[config.mk]
export PLATFORM = sky130hd
export DESIGN_NAME = aeta_ctrl
export DESIGN_NICKNAME = d
export VERILOG_FILES = /design/src/hw/rtl/aeta_pkg.sv /design/src/hw/rtl/aeta_ctrl.sv
export SDC_FILE = /design/constraint.sdc
export NUM_CORES = 1
export LEC_CHECK = 0
export ABC_CLOCK_PERIOD_IN_PS = 1500
export BUFFER_PORTS_ARGS = -buffer_cell sky130_fd_sc_hd__buf_4
export CAP_MARGIN = 20
export CORE_AREA = 2 2 39 41
export DETAILED_ROUTE_END_ITERATION = 10
export DIE_AREA = 0 0 41 43
export PLACE_DENSITY = 0.35
export SLEW_MARGIN = 5
export SYNTH_ARGS = -nofsm -noshare
export SYNTH_HDL_FRONTEND = slang
export SYNTH_SLANG_ARGS = --single-unit
[constraint.sdc]
create_clock -name clk -period 1.5 [get_ports clk]
set_input_delay 0.15 -clock clk [delete_from_list [all_inputs] [get_ports clk]]
set_output_delay 0.15 -clock clk [all_outputs]
set_load 0.02 [all_outputs]
[src/hw/rtl/aeta_pkg.sv]
// Package: shared types, constants and tables for the EMA tilt-angle block.
`timescale 1ns / 1ps
package aeta_pkg;

  localparam int SAMPLE_BITS  = 16;
  localparam int CORDIC_STEPS = 16;
  localparam int TAB_LEN      = 24;
  localparam int STEPS        = (CORDIC_STEPS > TAB_LEN) ? TAB_LEN : CORDIC_STEPS;
  localparam int STEP_W       = $clog2(TAB_LEN + 1);
  localparam int ONE_G        = 16384;

  localparam logic [1:0] REG_GAIN = 2'd0;
  localparam logic [1:0] REG_DIV  = 2'd1;

  typedef enum logic [2:0] {
    ST_IDLE, ST_SCALE, ST_DIV, ST_UPD, ST_CORDIC, ST_DONE
  } state_t;

  typedef struct packed {
    logic load;       // capture inputs
    logic scale;      // scale all axes
    logic div_start;  // start dividers
    logic update;     // commit averages, set up cordic
    logic cordic;     // one cordic step
    logic finish;     // form output
  } cmd_t;

  typedef struct packed {
    logic div_done;
    logic cordic_done;
  } sts_t;

  function automatic logic signed [31:0] atan_tab(input logic [STEP_W-1:0] i);
    logic signed [31:0] r;
    case (i)
      5'd0: r = 32'sd294912000;  5'd1: r = 32'sd174096720;
      5'd2: r = 32'sd91987925;   5'd3: r = 32'sd46694507;
      5'd4: r = 32'sd23437865;   5'd5: r = 32'sd11730358;
      5'd6: r = 32'sd5866610;    5'd7: r = 32'sd2933484;
      5'd8: r = 32'sd1466764;    5'd9: r = 32'sd733385;
      5'd10: r = 32'sd366693;    5'd11: r = 32'sd183346;
      5'd12: r = 32'sd91673;     5'd13: r = 32'sd45837;
      5'd14: r = 32'sd22918;     5'd15: r = 32'sd11459;
      5'd16: r = 32'sd5730;      5'd17: r = 32'sd2865;
      5'd18: r = 32'sd1432;      5'd19: r = 32'sd716;
      5'd20: r = 32'sd358;       5'd21: r = 32'sd179;
      5'd22: r = 32'sd90;        5'd23: r = 32'sd45;
      default: r = 32'sd0;
    endcase
    return r;
  endfunction

endpackage

[src/hw/rtl/aeta_ctrl.sv]
// Controller: sequences scaling, averaging, CORDIC and output handoff.
`timescale 1ns / 1ps
module aeta_ctrl (
  input  logic           clk,
  input  logic           rst,
  input  logic           in_valid,
  input  logic           out_free,
  input  aeta_pkg::sts_t sts,
  output logic           in_stall,
  output aeta_pkg::cmd_t cmd
);
  import aeta_pkg::*;

  state_t state, state_next;

  always_ff @(posedge clk) begin
    if (rst) state <= ST_IDLE;
    else     state <= state_next;
  end

  always_comb begin
    state_next = state;
    cmd        = '0;
    in_stall   = 1'b1;
    unique case (state)
      ST_IDLE: begin
        in_stall = 1'b0;
        if (in_valid) begin
          cmd.load   = 1'b1;
          state_next = ST_SCALE;
        end
      end
      ST_SCALE: begin
        cmd.scale  = 1'b1;
        state_next = ST_DIV;
      end
      ST_DIV: begin
        cmd.div_start = 1'b1;
        state_next    = ST_UPD;
      end
      ST_UPD: begin
        if (sts.div_done) begin
          cmd.update = 1'b1;
          state_next = ST_CORDIC;
        end
      end
      ST_CORDIC: begin
        cmd.cordic = 1'b1;
        if (sts.cordic_done) state_next = ST_DONE;
      end
      ST_DONE: begin
        if (out_free) begin
          cmd.finish = 1'b1;
          state_next = ST_IDLE;
        end
      end
      default: state_next = ST_IDLE;
    endcase
  end
endmodule

==> impl_metrics.tcl, run 1 <==
set metrics [dict create \
    postCtsSetupBuffers 0 \
    placed_cell_area_um2 315.3 \
    power_frac_seq_pct 28.4 \
    critPathKind "reg2out" \
    synth_top_area_share_pct 27.12 \
    gp_congestion 0.6763 \
    rsz0062_at_grt "no" \
    relSlewSlack_pct 83.44 \
    routed_wl_um 591 \
    grt_start_max_net_pins 11 \
    synth_edf_count 0 \
    via_per_inst 4.105 \
    core_area_um2 1384 \
    synth-seq-cells 3 \
    synth_cell_types 19 \
    crit_path_top_delay_cell "or3_4" \
    die_y_um 43 \
    p_clk_share_pct 39.0 \
    setup-tns-final_ns 0 \
    swShare_pct 34.15 \
    h-tree-depth 1 \
    num_rows 14 \
    synth_area_leader_cell "dfxtp_1" \
    synth_flop_cell "dfxtp_1" \
    async_reset_ff_share_pct 0 \
    cp_top_family "simple AND/OR/NAND/NOR gates" \
    grt_remaining_overflow 0 \
    grtUsageTotal_pct 7.916 \
    drc_errors 0 \
    num_vias 234 \
    internal-power_uw 252.1 \
    yosysSeqAreaShare_pct 27.12 \
    die_w_um 41 \
    setup_viol_count_final 0 \
    finClkSkew_ns 0.0006039 \
    syn_area_um2 221.5 \
    regMostFlops "state" \
    ios 13 \
    period_needed_ns 1.419 \
    ctsResizeCount 0 \
    crit_required_ns 1.35 \
    min_path_type "in2reg" \
    reg_top3 "state: 3 flops" \
    p_sw_uw 130.7 \
    cts_tree "built" \
    yosysMostFrequentCell "nor2_1" \
    fmax_ghz 0.7049 \
    area_delta_synth_final_pct 55.37 \
    slew_viol_final 0 \
    syn_inst 27 \
    die_area_um2 1763 \
    drt_pass1_iterations 2 \
    clk_path_buf_depth 2 \
    clk_pin_slew_worst_paths_ns 0.04 \
    critPathCaptureType "output port" \
    power_density_nw_per_um2 1113 \
    grt_pass1_wl_um 903 \
    grt_pass1_vias 229 \
    synthesis.nets 33 \
    syn_area_per_cell_um2 8.202 \
    critical_path.max_fanout 9 \
    drive_gt1_share_pct 56.10 \
    fin_area_um2 344.1 \
    cp_num_buf_inv 1 \
    synth_common_cells "5 x nor2_1, 3 x dfxtp_1, 2 x inv_1, 2 x nand2_1" \
    p_leak_nw 0.1619 \
    ir_drop_mv 0.4289 \
    arrival_ns 1.27 \
    clkLatencyLatePin_ns 0.24 \
    finalNetCount 48 \
    dpl.hpwl_um 455.9 \
    crit_chain "or3_4, nor2_1, buf_4" \
    status "finished, final reports clean" \
    worst_setup_path_start_kind "flip-flop" \
    floorplan.initialDensity_pct 16.00 \
    total_power_uw 382.8 \
    root_buffer "clkbuf_4" \
    largest_reg_flops 3 \
    finalCritPeriodShare_pct 94.58 \
    placement.io_buffers 12 \
    antenna_left 0 \
    drt_iter0_markers 4 \
    cts_hold_buf 0 \
    antenna_found_initial 0 \
    maxCapViolations 0 \
    pwr-share-comb_pct 32.6 \
    worst_slew_pin_slew_ns 0.2480 \
    numCtsBuffers 3 \
    hold_violations 0 \
    slowest_delay_ns 0.42 \
    ys_warn_count 0 \
    insertedDiodeCount 0 \
    synth.area.top_cells "dfxtp_1 27%, nor2_1 8.5%, a211oi_2 5.6%" \
    cts_sinks 3 \
    wire_per_inst_um 10.37 \
]
## per-layer routing
metal  up-vias  global-route usage, %  part of all wire (%)
li1        123                      -                     -
met1       105                  9.265                    49
met2         6                  10.94                    48
met3         0                  4.712                   3.2
met4         0                  4.000                     0
met5         -                      0                     0
## cells by family after synthesis
logic type / after synthesis / share of synthesized area (%)
AOI/OAI and AO/OA: 4 / 14.69
and+or+nand+nor: 16 / 47.46
DFF: 3 / 27.12
buffers and inverters: 4 / 10.73
## power by group through the flow
stage / registers [mW] / logic (mW) / clock network, mW
floorplan: 0.0959 / 0.0906 / 0
detailed placement: 0.108 / 0.127 / 0
global route: 0.111 / 0.133 / 0.165
CTS: 0.108 / 0.127 / 0.158
finish: 0.109 / 0.125 / 0.149
global placement: 0.108 / 0.125 / 0
## stage by stage
| stage | utilization (%) | instances | setup slack (ns) | hold slack (ns) |
|---|---|---|---|---|
| 2_1_floorplan | - | 27 | 0.1953 | 0.2146 |
| 3_3_place_gp | 22.78 | 53 | 0.3066 | 0.3333 |
| 3_5_place_dp | 22.78 | 53 | 0.2759 | 0.3366 |
| 4_1_cts | 24.68 | 57 | 0.008241 | 0.08017 |
| 5_1_grt | 24.86 | 57 | 0.02217 | 0.07206 |
| 6_report | 24.86 | 57 | 0.08135 | 0.08328 |
## placed cells by master, fill, tap and decap left out, types with 2 or more instances in the layout
cell type,n
clkbuf_4,3
inv_1,2
nor2_1,5
dfxtp_2,2
nand2_1,2
buf_4,12
## cell type report
| cell class | instances | area, um^2 |
|---|---|---|
| fillers | 165 | 1040 |
| repair buffers | 12 | 90.09 |
| clock buffers | 4 | 26.28 |
| inverters | 2 | 7.507 |
| multi-input cells | 20 | 137.6 |
| well taps | 16 | 20.02 |
| flip-flops and latches | 3 | 62.56 |
## path summary, 6_finish.rpt
check                start  endpoint  slack (ns)  cells after the start
hold / removal         rst  state[0]        0.08                      2
setup / recovery  state[2]    cmd[5]        0.08                      3
setup reg to reg  state[2]  state[0]        0.46                      3
hold reg to reg   state[2]  state[1]        0.52                      1
## worst reg2reg max path, cell delays in order (launching register included)
cell      delay (ns)
dfxtp_2         0.36
or3_4           0.43
nor2_4          0.10
a211oi_2        0.05
Note: power is estimated with default switching activity, not from simulation.
==> inputs of run 2 (changes only) <==
==> constraint.sdc (replaced) <==
create_clock -name clk -period 1.5 [get_ports clk]
set_input_delay 0.3 -clock clk [delete_from_list [all_inputs] [get_ports clk]]
set_output_delay 0.3 -clock clk [all_outputs]
set_load 0.02 [all_outputs]
==> impl_metrics.tcl, run 2 (same netlist as run 1, synthesis figures left out) <==
set metrics [dict create \
    drc_errors 0 \
    p_sw_uw 135.3 \
    crit_required_ns 1.20 \
    swShare_pct 33.37 \
    dp.cells 54 \
    ios 13 \
    drt_iter0_markers 4 \
    crit_path_top_delay_cell "or3_4" \
    root_buffer "clkbuf_4" \
    post-place-ws_ns 0.1666 \
    die_area_um2 1763 \
    maxCapViolations 0 \
    numCtsBuffers 3 \
    r2r-end "state[0]" \
    reg_top3 "state: 3 flops" \
    met2_length_um 344 \
    total_power_uw 405.5 \
    clkLatencyLatePin_ns 0.24 \
    regToRegSetupSlack_ns 0.39 \
    slowest_delay_ns 0.39 \
    finalCritPeriodShare_pct 98.20 \
    internal-power_uw 270.1 \
    fin_cells 60 \
    power_density_nw_per_um2 1062 \
    grt_start_max_net_pins 10 \
    die_w_um 41 \
    wire_per_inst_um 10.43 \
    finalNetCount 51 \
    gp_congestion 0.6732 \
    relSlewSlack_pct 87.04 \
    top_layer_used "met4" \
    antenna_found_initial 0 \
    pwr-share-comb_pct 38.7 \
    worstHoldStart "rst" \
    multiInputGateArea_um2 145.1 \
    slew_viol_final 0 \
    critical_path.max_fanout 3 \
    status "finished, final reports clean" \
    h-tree-depth 1 \
    largest_reg_flops 3 \
    min_path_type "in2reg" \
    rsz0062_at_grt "yes" \
    via_per_inst 4.300 \
    grtUsageTotal_pct 10.13 \
    dpl.hpwl_um 473 \
    fin_util_pct 27.58 \
    final_common_cell "buf_4" \
    floorplan.initialDensity_pct 16.00 \
    reg2regPathDepth 4 \
    power_frac_seq_pct 25.0 \
    insertedDiodeCount 0 \
    critPathCaptureType "output port" \
    route.layer.met1.wl_um 223 \
    setup_viol_count_final 0 \
    grt_remaining_overflow 0 \
    core_area_um2 1384 \
    period_needed_ns 1.473 \
    finClkSkew_ns 0.001778 \
    final-seq-area_um2 66.31 \
    fill_cells 159 \
    route.met3.wl_um 50 \
    placement.io_buffers 12 \
    ir_drop_mv 0.3703 \
    cts_tree "built" \
    cts_sinks 3 \
    clk_pin_slew_worst_paths_ns 0.04 \
    critPathKind "reg2out" \
    drt_pass1_iterations 2 \
    die_y_um 43 \
    drive_gt1_share_pct 63.64 \
    antenna_left 0 \
    clk_path_buf_depth 2 \
    p_leak_nw 0.1797 \
    routed_wl_um 626 \
    crit_chain "or3_4, nor2_4, buf_6" \
    grt_pass1_vias 256 \
    p_clk_share_pct 36.3 \
    r2r_start "state[0]" \
    grt_pass1_wl_um 1131 \
    num_rows 14 \
    final_cell_mix "14 x buf_4, 4 x nor2_1, 3 x clkbuf_4" \
    regMostFlops "state" \
    worst_slew_pin_slew_ns 0.1926 \
    min_path_cells 2 \
    setup-tns-final_ns 0 \
    worst_setup_path_start_kind "flip-flop" \
    whs_endpoint "state[0]" \
    arrival_ns 1.17 \
    cts_hold_buf 0 \
    fmax_ghz 0.6789 \
    layout_setup_ws_ns 0.02702 \
    hold_violations 0 \
    num_vias 258 \
    area_delta_synth_final_pct 72.32 \
]
[run 2: cell count changes in the layout (fill, tap and decap cells not counted)]
cell,previous run,this run
buf_4,12,14
buf_6,0,1
dfxtp_1,1,0
dfxtp_4,0,1
nor2_1,5,4
nor2_4,1,2
[run 2: worst max-delay path: cells and delay by family (launching register included)]
family / cells / cell delay [ns]
buf+inv: 1 / 0.12
flops: 1 / 0.33
simple gates: 2 / 0.48
[run 2: final cells by class]
cell class | instances | share of cell area (%)
multi-input combinational | 20 | 38.03
timing repair buffer | 15 | 30.49
sequential | 3 | 17.38
clock buffer | 4 | 6.885
tap | 16 | 5.246
inverter | 2 | 1.967
[run 2: how the worst max path moves through the flow]
stage	from	endpoint	slack [ns]	cells after the start
after CTS	state[0]	cmd[5]	-0.01	3
after global routing	state[2]	cmd[5]	-0.02	3
after floorplan	state[0]	cmd[5]	0.05	3
after detailed placement	state[0]	cmd[5]	0.17	3
final	state[0]	cmd[5]	0.03	3
after global placement	state[0]	cmd[5]	0.18	3
[run 2: power by group through the flow]
stage               Sequential [mW]  Combinational [mW]  Clock (mW)
finish                        0.102               0.157       0.147
global route                  0.104               0.169       0.167
CTS                           0.101               0.159       0.157
detailed placement            0.106               0.128           0
global placement              0.106               0.128           0
floorplan                    0.0959              0.0906           0
[run 2: metrics by stage]
stage	cell area, um^2	hold slack, ns
floorplan	221.5	0.3646
global placement	322.8	0.4816
detailed placement	322.8	0.4851
CTS	380.4	0.2179
global route	381.6	0.2174
finish	381.6	0.2269
[run 2: repair_timing]
action / CTS / global route
cloned: 0 / 0
endpoints found under the setup margin: 2 / 2
pin swaps: 1 / 1
setup buffers: 2 / 0
gates resized for setup: 6 / 1
[run 2: routing by layer]
layer	vias up	GRT usage, %
met4	0	6.000
met3	2	6.283
met2	10	15.31
met1	115	9.936
met5	-	0
li1	131	-
